===== config.mk =====
export PLATFORM = sky130hd
export DESIGN_NAME = motor_current_pi_controller
export DESIGN_NICKNAME = d
export VERILOG_FILES = /design/src/design/mcpi_pkg.sv /design/src/design/motor_current_pi_controller.sv
export SDC_FILE = /design/constraint.sdc
export NUM_CORES = 2
export LEC_CHECK = 0
export ABC_AREA = 1
export BUFFER_PORTS_ARGS = -buffer_cell sky130_fd_sc_hd__buf_2
export CAP_MARGIN = 0
export CORE_ASPECT_RATIO = 1.25
export CORE_MARGIN = 5
export CORE_UTILIZATION = 45
export DETAILED_ROUTE_END_ITERATION = 7
export PLACE_DENSITY = 0.6
export SYNTH_ARGS = -nofsm -noshare
export SYNTH_HDL_FRONTEND = slang
export SYNTH_SLANG_ARGS = --single-unit
export TNS_END_PERCENT = 5

===== constraint.sdc =====
create_clock -name clk -period 10.5 [get_ports clk]
set_input_delay 2.1 -clock clk [delete_from_list [all_inputs] [get_ports clk]]
set_output_delay 2.1 -clock clk [all_outputs]
set_load 0.1 [all_outputs]

===== src/design/mcpi_pkg.sv =====
// Shared types and constants for the four-channel motor current PI controller.
// Field widths, register indexes, sequencer states and fixed-point constants.
// No dependencies.
package mcpi_pkg;

  // Beat field widths
  localparam int CH_W   = 2;
  localparam int ADC_W  = 16;
  localparam int VEL_W  = 20;
  localparam int CUR_W  = 17;
  localparam int GAIN_W = 16;
  localparam int LIM_W  = 17;
  localparam int DUTY_W = 16;
  localparam int INV_W  = 4;

  localparam int CH_COUNT = 2 ** CH_W;

  // Packed stream layout
  localparam int IN_TDATA_W  = 56;
  localparam int OUT_TDATA_W = 40;
  localparam int VEL_LSB     = ADC_W;
  localparam int DES_LSB     = ADC_W + VEL_W;
  localparam int OUT_PAD_W   = OUT_TDATA_W - (DUTY_W + 1 + CUR_W + 1);

  // Configuration port
  localparam int CFG_AW = 3;
  localparam int CFG_DW = 17;

  typedef enum logic [CFG_AW-1:0] {
    CFG_PROP_GAIN     = 3'd0,
    CFG_INTEGRAL_GAIN = 3'd1,
    CFG_INT_LIMIT     = 3'd2,
    CFG_RESISTANCE    = 3'd3,
    CFG_BEMF_GAIN     = 3'd4,
    CFG_SUPPLY_RECIP  = 3'd5,
    CFG_DUTY_LIMIT    = 3'd6,
    CFG_DIR_INVERT    = 3'd7
  } cfg_reg_t;

  // Datapath widths
  localparam int INT_W    = 18;              // integrator, Q12 amps
  localparam int ERR_W    = 18;
  localparam int RAW15_W  = ADC_W + 4;
  localparam int MUL_A_W  = GAIN_W + 1;      // unsigned gain as signed operand
  localparam int MUL_B_W  = 21;
  localparam int PROD_W   = MUL_A_W + MUL_B_W;
  localparam int VOLT_W   = 40;              // Q24 volts
  localparam int PART_W   = 20;              // low half of the volts split
  localparam int PWR_W    = 57;              // Q40 duty before rounding
  localparam int RND_SH   = 25;
  localparam int MAG_W    = PWR_W - RND_SH;

  localparam logic [CUR_W:0]   MEAS_ZERO = 18'd61440;
  localparam logic [DUTY_W-1:0] DUTY_ONE = 16'd32768;
  localparam logic [PWR_W-1:0] RND_HALF  = 57'd1 << (RND_SH - 1);
  localparam logic [PWR_W-1:0] RND_NEG   = RND_HALF + 57'd1;

  // Register reset values
  localparam logic [GAIN_W-1:0] RST_PROP_GAIN     = 16'd1024;
  localparam logic [GAIN_W-1:0] RST_INTEGRAL_GAIN = 16'd102;
  localparam logic [LIM_W-1:0]  RST_INT_LIMIT     = 17'd12288;
  localparam logic [GAIN_W-1:0] RST_RESISTANCE    = 16'd512;
  localparam logic [GAIN_W-1:0] RST_BEMF_GAIN     = 16'd15812;
  localparam logic [GAIN_W-1:0] RST_SUPPLY_RECIP  = 16'd5461;
  localparam logic [DUTY_W-1:0] RST_DUTY_LIMIT    = 16'd0;
  localparam logic [INV_W-1:0]  RST_DIR_INVERT    = 4'd12;

  typedef enum logic [3:0] {
    S_IDLE,
    S_ERR,
    S_ACC,
    S_ITERM,
    S_VSUM,
    S_MLO,
    S_MHI,
    S_SUM,
    S_RND,
    S_FIN
  } state_t;

endpackage


===== src/design/motor_current_pi_controller.sv =====
// Motor current PI controller: per-channel integrator memory, shared multiplier.
// Depends on mcpi_pkg.
//
//  channel   dir  group                          beat contents
//  in        in   in_tvalid/in_tready/in_tdata   sample, velocity, desired current
//  out       out  out_tvalid/out_tready/out_tdata duty, direction, measured current
//  cfg       in   cfg_we/cfg_index/cfg_data      one register write per cycle
//
// The sequencer runs six products through the single 17x21 multiplier, then rounds and clamps;
// the result is loaded into the output register, and only then is the next beat taken.
// Integrators sit in a one-entry-per-channel memory read on accept and written
// back once; per-entry valid bits make entries read as zero after reset.
// Reset is synchronous, active low. A result waits in the output register;
// a new item is taken meanwhile and stalls only at its final step.
module motor_current_pi_controller #(
  parameter int NUM_CHANNELS = 4
) (
  input  logic                               clk,
  input  logic                               rst_n,
  input  logic                               cfg_we,
  input  logic [mcpi_pkg::CFG_AW-1:0]        cfg_index,
  input  logic [mcpi_pkg::CFG_DW-1:0]        cfg_data,
  input  logic                               in_tvalid,
  output logic                               in_tready,
  // adc_current[15:0], encoder_velocity[35:16], desired_current[52:36]
  input  logic [mcpi_pkg::IN_TDATA_W-1:0]    in_tdata,
  // channel[1:0]
  input  logic [mcpi_pkg::CH_W-1:0]          in_tuser,
  output logic                               out_tvalid,
  input  logic                               out_tready,
  // duty_magnitude[15:0], direction[16], measured_current[33:17], duty_clamped[34]
  output logic [mcpi_pkg::OUT_TDATA_W-1:0]   out_tdata,
  // out_channel[1:0]
  output logic [mcpi_pkg::CH_W-1:0]          out_tuser
);
  import mcpi_pkg::*;

  localparam int DEPTH = (NUM_CHANNELS < CH_COUNT) ? NUM_CHANNELS : CH_COUNT;
  localparam int IDX_W = (DEPTH > 1) ? $clog2(DEPTH) : 1;

  // Configuration registers
  logic [GAIN_W-1:0] prop_gain_r, integral_gain_r, resistance_r, bemf_gain_r;
  logic [GAIN_W-1:0] supply_recip_r;
  logic [LIM_W-1:0]  int_limit_r;
  logic [DUTY_W-1:0] duty_limit_r;
  logic [INV_W-1:0]  dir_invert_r;

  always_ff @(posedge clk) begin
    if (!rst_n) begin
      prop_gain_r     <= RST_PROP_GAIN;
      integral_gain_r <= RST_INTEGRAL_GAIN;
      int_limit_r     <= RST_INT_LIMIT;
      resistance_r    <= RST_RESISTANCE;
      bemf_gain_r     <= RST_BEMF_GAIN;
      supply_recip_r  <= RST_SUPPLY_RECIP;
      duty_limit_r    <= RST_DUTY_LIMIT;
      dir_invert_r    <= RST_DIR_INVERT;
    end else if (cfg_we) begin
      unique case (cfg_reg_t'(cfg_index))
        CFG_PROP_GAIN:     prop_gain_r     <= cfg_data[GAIN_W-1:0];
        CFG_INTEGRAL_GAIN: integral_gain_r <= cfg_data[GAIN_W-1:0];
        CFG_INT_LIMIT:     int_limit_r     <= cfg_data[LIM_W-1:0];
        CFG_RESISTANCE:    resistance_r    <= cfg_data[GAIN_W-1:0];
        CFG_BEMF_GAIN:     bemf_gain_r     <= cfg_data[GAIN_W-1:0];
        CFG_SUPPLY_RECIP:  supply_recip_r  <= cfg_data[GAIN_W-1:0];
        CFG_DUTY_LIMIT:    duty_limit_r    <= cfg_data[DUTY_W-1:0];
        CFG_DIR_INVERT:    dir_invert_r    <= cfg_data[INV_W-1:0];
        default: ;
      endcase
    end
  end

  // Input beat fields
  logic [ADC_W-1:0]        in_adc;
  logic signed [VEL_W-1:0] in_vel;
  logic signed [CUR_W-1:0] in_des;
  logic                    in_acc;
  logic                    ch_ok;

  assign in_adc = in_tdata[ADC_W-1:0];
  assign in_vel = signed'(in_tdata[VEL_LSB +: VEL_W]);
  assign in_des = signed'(in_tdata[DES_LSB +: CUR_W]);
  assign in_acc = in_tvalid && in_tready;
  assign ch_ok  = int'(in_tuser) < NUM_CHANNELS;

  state_t state_r, state_nxt;
  logic   out_free;
  logic   out_load;

  assign out_free = !out_tvalid || out_tready;

  always_ff @(posedge clk) begin
    if (!rst_n) begin
      state_r <= S_IDLE;
    end else begin
      state_r <= state_nxt;
    end
  end

  always_comb begin
    state_nxt = state_r;
    in_tready = 1'b0;
    out_load  = 1'b0;
    unique case (state_r)
      S_IDLE: begin
        in_tready = 1'b1;
        // drop beats for channels that are not built
        if (in_tvalid && ch_ok) begin
          state_nxt = S_ERR;
        end
      end
      S_ERR:   state_nxt = S_ACC;
      S_ACC:   state_nxt = S_ITERM;
      S_ITERM: state_nxt = S_VSUM;
      S_VSUM:  state_nxt = S_MLO;
      S_MLO:   state_nxt = S_MHI;
      S_MHI:   state_nxt = S_SUM;
      S_SUM:   state_nxt = S_RND;
      S_RND:   state_nxt = S_FIN;
      S_FIN: begin
        if (out_free) begin
          out_load  = 1'b1;
          state_nxt = S_IDLE;
        end
      end
      default: state_nxt = S_IDLE;
    endcase
  end

  // Item registers
  logic [CH_W-1:0]         ch_r;
  logic [ADC_W-1:0]        raw_r;
  logic signed [VEL_W-1:0] vel_r;
  logic signed [CUR_W-1:0] des_r;
  logic [IDX_W-1:0]        idx_r;

  always_ff @(posedge clk) begin
    if (in_acc) begin
      ch_r  <= in_tuser;
      raw_r <= in_adc;
      vel_r <= in_vel;
      des_r <= in_des;
      idx_r <= in_tuser[IDX_W-1:0];
    end
  end

  // Integrator memory with valid bits
  logic signed [INT_W-1:0] int_mem [DEPTH];
  logic signed [INT_W-1:0] rd_r;
  logic [DEPTH-1:0]        valid_r;
  logic                    wr_en;
  logic signed [INT_W-1:0] acc_c;

  assign wr_en = (state_r == S_ACC);

  always_ff @(posedge clk) begin
    if (in_acc && ch_ok) begin
      rd_r <= int_mem[in_tuser[IDX_W-1:0]];
    end
    if (wr_en) begin
      int_mem[idx_r] <= acc_c;
    end
  end

  always_ff @(posedge clk) begin
    if (!rst_n) begin
      valid_r <= '0;
    end else if (wr_en) begin
      valid_r[idx_r] <= 1'b1;
    end
  end

  // Current conversion and error
  logic [RAW15_W-1:0]      raw15;
  logic [CUR_W-1:0]        scaled;
  logic signed [CUR_W:0]   meas_c;
  logic signed [ERR_W-1:0] err_c;
  logic signed [CUR_W-1:0] meas_r;
  logic signed [ERR_W-1:0] err_r;

  assign raw15  = ({4'b0, raw_r} << 4) - {4'b0, raw_r};
  assign scaled = CUR_W'((raw15 + RAW15_W'(4)) >> 3);
  assign meas_c = signed'(MEAS_ZERO) - signed'({1'b0, scaled});
  assign err_c  = ERR_W'(des_r) - ERR_W'(meas_c);

  // Integrator update with anti-windup clamp
  logic signed [INT_W-1:0] integ;
  logic signed [INT_W:0]   isum;
  logic signed [INT_W:0]   lim_c;
  logic signed [INT_W:0]   acc_w;
  logic signed [INT_W-1:0] acc_r;

  assign integ = valid_r[idx_r] ? rd_r : '0;
  assign isum  = (INT_W+1)'(integ) + (INT_W+1)'(err_r);
  assign lim_c = signed'({2'b00, int_limit_r});

  always_comb begin
    if (isum > lim_c) begin
      acc_w = lim_c;
    end else if (isum < -lim_c) begin
      acc_w = -lim_c;
    end else begin
      acc_w = isum;
    end
  end

  assign acc_c = acc_w[INT_W-1:0];

  // Shared multiplier
  logic signed [MUL_A_W-1:0] mul_a;
  logic signed [MUL_B_W-1:0] mul_b;
  logic signed [PROD_W-1:0]  prod_c;
  logic signed [PROD_W-1:0]  prod_r;
  logic signed [VOLT_W-1:0]  volts_r;

  always_comb begin
    case (state_r)
      S_ERR: begin
        mul_a = signed'({1'b0, bemf_gain_r});
        mul_b = MUL_B_W'(vel_r);
      end
      S_ACC: begin
        mul_a = signed'({1'b0, prop_gain_r});
        mul_b = MUL_B_W'(err_r);
      end
      S_ITERM: begin
        mul_a = signed'({1'b0, integral_gain_r});
        mul_b = MUL_B_W'(acc_r);
      end
      S_MLO: begin
        mul_a = signed'({1'b0, supply_recip_r});
        mul_b = signed'({1'b0, volts_r[PART_W-1:0]});
      end
      S_MHI: begin
        mul_a = signed'({1'b0, supply_recip_r});
        mul_b = MUL_B_W'(signed'(volts_r[VOLT_W-1:PART_W]));
      end
      default: begin
        // resistance feedforward starts on the accept cycle
        mul_a = signed'({1'b0, resistance_r});
        mul_b = MUL_B_W'(in_des);
      end
    endcase
  end

  assign prod_c = PROD_W'(mul_a) * PROD_W'(mul_b);

  // Voltage sum, duty scaling and rounding
  logic signed [PROD_W-1:0] lo_r;
  logic signed [PWR_W-1:0]  pwr_r;
  logic [PWR_W-1:0]         rnd_c;
  logic [MAG_W-1:0]         mag_r;
  logic                     neg_r;

  assign rnd_c = pwr_r[PWR_W-1] ? (~pwr_r + RND_NEG) : (pwr_r + RND_HALF);

  always_ff @(posedge clk) begin
    prod_r <= prod_c;
    case (state_r)
      S_ERR: begin
        meas_r  <= meas_c[CUR_W-1:0];
        err_r   <= err_c;
        volts_r <= VOLT_W'(prod_r) <<< 4;
      end
      S_ACC: begin
        acc_r   <= acc_c;
        volts_r <= volts_r + VOLT_W'(prod_r);
      end
      S_ITERM, S_VSUM: begin
        volts_r <= volts_r + (VOLT_W'(prod_r) <<< 4);
      end
      S_MHI: begin
        lo_r <= prod_r;
      end
      S_SUM: begin
        pwr_r <= (PWR_W'(prod_r) <<< PART_W) + PWR_W'(lo_r);
      end
      S_RND: begin
        neg_r <= pwr_r[PWR_W-1];
        mag_r <= rnd_c[PWR_W-1:RND_SH];
      end
      default: ;
    endcase
  end

  // Clamp, direction and output register
  logic [DUTY_W-1:0] dlim;
  logic              clamp_c;
  logic [DUTY_W-1:0] duty_c;
  logic              dir_c;
  logic              out_tvalid_r;
  logic [OUT_TDATA_W-1:0] out_tdata_r;
  logic [CH_W-1:0]   out_tuser_r;

  assign dlim    = (duty_limit_r > DUTY_ONE) ? DUTY_ONE : duty_limit_r;
  assign clamp_c = mag_r > MAG_W'(dlim);
  assign duty_c  = clamp_c ? dlim : mag_r[DUTY_W-1:0];
  assign dir_c   = (neg_r && (duty_c != '0)) ^ dir_invert_r[ch_r];

  always_ff @(posedge clk) begin
    if (!rst_n) begin
      out_tvalid_r <= 1'b0;
    end else if (out_load) begin
      out_tvalid_r <= 1'b1;
    end else if (out_tready) begin
      out_tvalid_r <= 1'b0;
    end
  end

  always_ff @(posedge clk) begin
    if (out_load) begin
      out_tdata_r <= {{OUT_PAD_W{1'b0}}, clamp_c, meas_r, dir_c, duty_c};
      out_tuser_r <= ch_r;
    end
  end

  assign out_tvalid = out_tvalid_r;
  assign out_tdata  = out_tdata_r;
  assign out_tuser  = out_tuser_r;

endmodule

==> out/results.env <==
DOMINANTREGCELLSYNTH='sky130_fd_sc_hd__edfxtp_1'
DR_TOTAL_VIAS=39600
CLKSLEWWORSTSETUPHOLDPATHS_NS=0.07
CTS_MAX_PATH_BUFFERS=3
INITIAL_UTIL=0.453
GRT_FIRST_PASS_WIRELENGTH_MM=234
CTS_SETUP_BUFFERS=0
WORST_R2R_PATH_DEPTH=34
FINALWIRELENGTH_MM=154
TIMING.CRITICAL_PATH.REQUIRED_NS=11.07
POST-PLACE-WS_NS=1.70
GRT_USE_TOTAL=0.274
WORSTPATHBUFFERINVERTERCOUNT=11
WORST_HOLD_PATH_TYPE='reg -> reg'
TIMING.FINAL.WS_SETUP_NS=1.63
REPORT.FINAL.SETUP_VIOL=0
TOP_LAYER='met5'
DIE_H_UM=371
FILL_CELLS=10000
CORE.ROWCOUNT=132
FINALCOREUTILIZATION=0.491
GRT_SETUP_UNREPAIRED='false'
DR.PASS1.ITERS=7
TIMING.MAX_CAP.VIOLATIONS=0
CLOCK_PERIOD_MINUS_FINAL_WORST_SETUP_SLACK_NS=8.87
GRT_MAX_DEGREE=106
ARRIVAL_NS=9.45
CRITICAL_PATH.MAX_STAGE_DELAY_NS=0.68
FIN_CRIT_SH=0.845
NUMBER_OF_GLOBAL_ROUTE_VIAS_BEFORE_REPAIR=39400
DETAIL-ROUTE-ANTENNA-NETS=0
WL_PER_CELL_UM=21.4
PROPORTION_OF_REGISTER_BITS_WITH_ASYNCHRONOUS_SET_OR_RESET_AFTER_SYNTHESIS=0
YS.WARNINGS.COUNT=0
GPL.FINAL_WEIGHTED_CONGESTION=0.991
DETAILROUTE.WIRELENGTH.MET3_MM=10.5
GRT_ANTENNA_BEFORE_REPAIR=7
DIE-WIDTH_UM=299
GRT-OVFL-TOTAL=0
RUN_STATUS='complete, no violations'
DEPTH_OF_THE_CTS_H_TREE=2
FINALHOLDVIOLCOUNT=0
REGTOREGSETUPSLACK_NS=1.63
FINALMAXSLEWVIOLATIONS=0
CRIT_PATH_START_KIND='flop'
TOTAL_NEGATIVE_SETUP_SLACK_NS=0
IO-PIN-COUNT=127
CLOCK_SKEW_NS=0.0351
HOLD_PATH_END='out_tdata[19]'
WL_MET2_MM=74.2
SORT_OF_ELEMENT_AT_THE_END_OF_THE_CRITICAL_PATH='flop'
MIN-DELAY-START='meas_r[2]'
TIMING.FMAX_MHz=113
CORE_AREA_UM2=104000
CELL_AT_THE_ROOT_OF_THE_CLOCK_TREE='sky130_fd_sc_hd__clkbuf_16'
SYN_TO_FINAL_GROWTH_PCT=8.35
TRITONCTS.NUM_BUFFERS=59
CRITPATHTOPFAMILY='adder cells'
SYNTH-EDFF-COUNT=403
POST_DP_HPWL_MM=123
REGTOREGENDPOINT='prod_r[34]'
SYNTH.YOSYS.SEQ_AREA_SHARE=0.328
R2R-START='state_r[2]'
TIMING_WORST_SETUP_PATH_TYPE='reg -> reg'
CRITICAL_PATH.SLOWEST_CELL='sky130_fd_sc_hd__fa_1'
TRITONCTS='yes'
POSTCTS_RESIZE_CNT=0
POSTSYNTHREGISTERBITS=567
FP.DIEAREA_UM2=111000
DRT_ITER0_DRC=3074
M1WIRELENGTH_MM=60.2
TIMING.HOLD.WORST_PATH_DEPTH=0
NETLIST_AREA_UM2=46900
SYNTHESIS.AREA_PER_INSTANCE_UM2=8.21
PORTBUFFERS=118
CLK_LATENCY_NS=0.66
FINALINSTANCEAREA_UM2=50900
ROUTE.DETAILED.DRC=0
POST_ROUTE_CELLS_DRIVE_ABOVE_1_SHARE=0.0661
TIGHTEST_SLEW_NS=1.24
NUMCLOCKSINKS=567
CRITICAL_PATH_PEAK_FANOUT=60
PLACEMENT.CELL_AREA_UM2=48900
SYNTH.DISTINCT_CELLS=75
FINALNETCOUNT=6535
CTS_HOLD_REPAIR.BUFFERS=0
MAX_SLEW_MARGIN_VS_LIMIT=0.169
VIAS_PER_CELL=5.50
SYNTHCELLS=5721
CRIT_CELLS=34
[registers in the layout, indices dropped and copies added, names as in the netlist, 18 cells and up]
signal,cells
err_r,18
rd_r,18
int_mem,72
vel_r,20
mag_r,32
prod_r,38
pwr_r,57
lo_r,38
acc_r,18
out_tdata,35
volts_r,40
[how the worst max path moves through the flow]
stage,to,slack (ns),from
2_1_floorplan,prod_r[34],2.78,state_r[2]
3_3_place_gp,prod_r[34],1.72,state_r[2]
3_5_place_dp,prod_r[34],1.70,state_r[2]
4_1_cts,prod_r[34],1.66,state_r[2]
5_1_grt,prod_r[34],1.21,state_r[2]
6_report,prod_r[34],1.63,state_r[2]
[cell usage in the layout, fill, tap and decap left out, types with 29 or more instances in the layout]
| master | n |
|---|---|
| sky130_fd_sc_hd__a21oi_1 | 344 |
| sky130_fd_sc_hd__o21bai_1 | 29 |
| sky130_fd_sc_hd__edfxtp_1 | 403 |
| sky130_fd_sc_hd__nor2_1 | 750 |
| sky130_fd_sc_hd__buf_2 | 117 |
| sky130_fd_sc_hd__nor3_1 | 52 |
| sky130_fd_sc_hd__xor2_1 | 129 |
| sky130_fd_sc_hd__dfxtp_1 | 164 |
| sky130_fd_sc_hd__fa_1 | 340 |
| sky130_fd_sc_hd__xnor2_1 | 44 |
| sky130_fd_sc_hd__o211ai_1 | 38 |
| sky130_fd_sc_hd__clkbuf_16 | 62 |
| sky130_fd_sc_hd__o21ai_0 | 329 |
| sky130_fd_sc_hd__inv_2 | 33 |
| sky130_fd_sc_hd__inv_1 | 910 |
| sky130_fd_sc_hd__nand4_1 | 100 |
| sky130_fd_sc_hd__buf_4 | 32 |
| sky130_fd_sc_hd__nand2_1 | 1079 |
| sky130_fd_sc_hd__ha_1 | 308 |
| sky130_fd_sc_hd__nand3_1 | 225 |
[layer usage]
metal  global-route usage  vias to the layer above
met2                0.475                     1349
met1                0.332                    19000
met4                0.134                        4
met3               0.0479                      394
met5                    0                        -
li1                     -                    18800
[kinds of logic after synthesis]
group,after synthesis,share of synthesized area
flip-flops,567,0.328
other,1,0.0000799
adder cells (fa/ha/maj),648,0.227
buffers and inverters,1081,0.0896
AND/OR/NAND/NOR,2315,0.206
XOR/XNOR,174,0.0326
AO/OA/AOI/OAI,935,0.117
[worst register-to-register path: cells and delay by family, from the launching register on]
kind                     cells  cell delay [ns]
flip-flops                   1             0.46
buffers and inverters       11             1.43
AO/OA/AOI/OAI                2             0.81
adder cells (fa/ha/maj)      7             3.85
AND/OR/NAND/NOR             13             2.05
XOR/XNOR                     1             0.16
[per-stage QoR]
| stage | hold WS, ns | instances |
|---|---|---|
| 2_1_floorplan | 0.400 | 5725 |
| 3_3_place_gp | 0.403 | 7083 |
| 3_5_place_dp | 0.405 | 7083 |
| 4_1_cts | 0.409 | 7194 |
| 5_1_grt | 0.416 | 7195 |
| 6_report | 0.408 | 7201 |
[cell type report]
| class | count | area, µm² | area share |
|---|---|---|---|
| Clock inverter | 29 | 269 | 0.00529 |
| Clock buffer | 82 | 1710 | 0.0336 |
| Inverter | 950 | 3570 | 0.0702 |
| Antenna cell | 7 | 17.5 | 0.000344 |
| Multi-Input combinational cell | 4077 | 27400 | 0.539 |
| Tap cell | 1340 | 1680 | 0.0330 |
| Sequential cell | 567 | 15400 | 0.302 |
| Timing Repair Buffer | 149 | 826 | 0.0162 |
[Yosys cell counts, types with 24 or more instances]
master                     count  area [µm²]
sky130_fd_sc_hd__a21o_1       24         180
sky130_fd_sc_hd__a21oi_1     344        1720
sky130_fd_sc_hd__buf_2        45         225
sky130_fd_sc_hd__clkbuf_1     61         229
sky130_fd_sc_hd__dfxtp_1     164        3280
sky130_fd_sc_hd__edfxtp_1    403       12100
sky130_fd_sc_hd__fa_1        340        6810
sky130_fd_sc_hd__ha_1        308        3850
sky130_fd_sc_hd__inv_1       911        3420
sky130_fd_sc_hd__inv_2        32         120
sky130_fd_sc_hd__nand2_1    1079        4050
sky130_fd_sc_hd__nand3_1     225        1130
sky130_fd_sc_hd__nand4_1     100         626
sky130_fd_sc_hd__nor2_1      753        2830
sky130_fd_sc_hd__nor3_1       56         280
sky130_fd_sc_hd__o211ai_1     38         285
sky130_fd_sc_hd__o21ai_0     329        1650
sky130_fd_sc_hd__o21bai_1     29         218
sky130_fd_sc_hd__xnor2_1      44         385
sky130_fd_sc_hd__xor2_1      129        1130
Power is left out: the tool's default activity adds up to more than one toggle a clock period on the data nets, which glitch-free logic cannot reach.
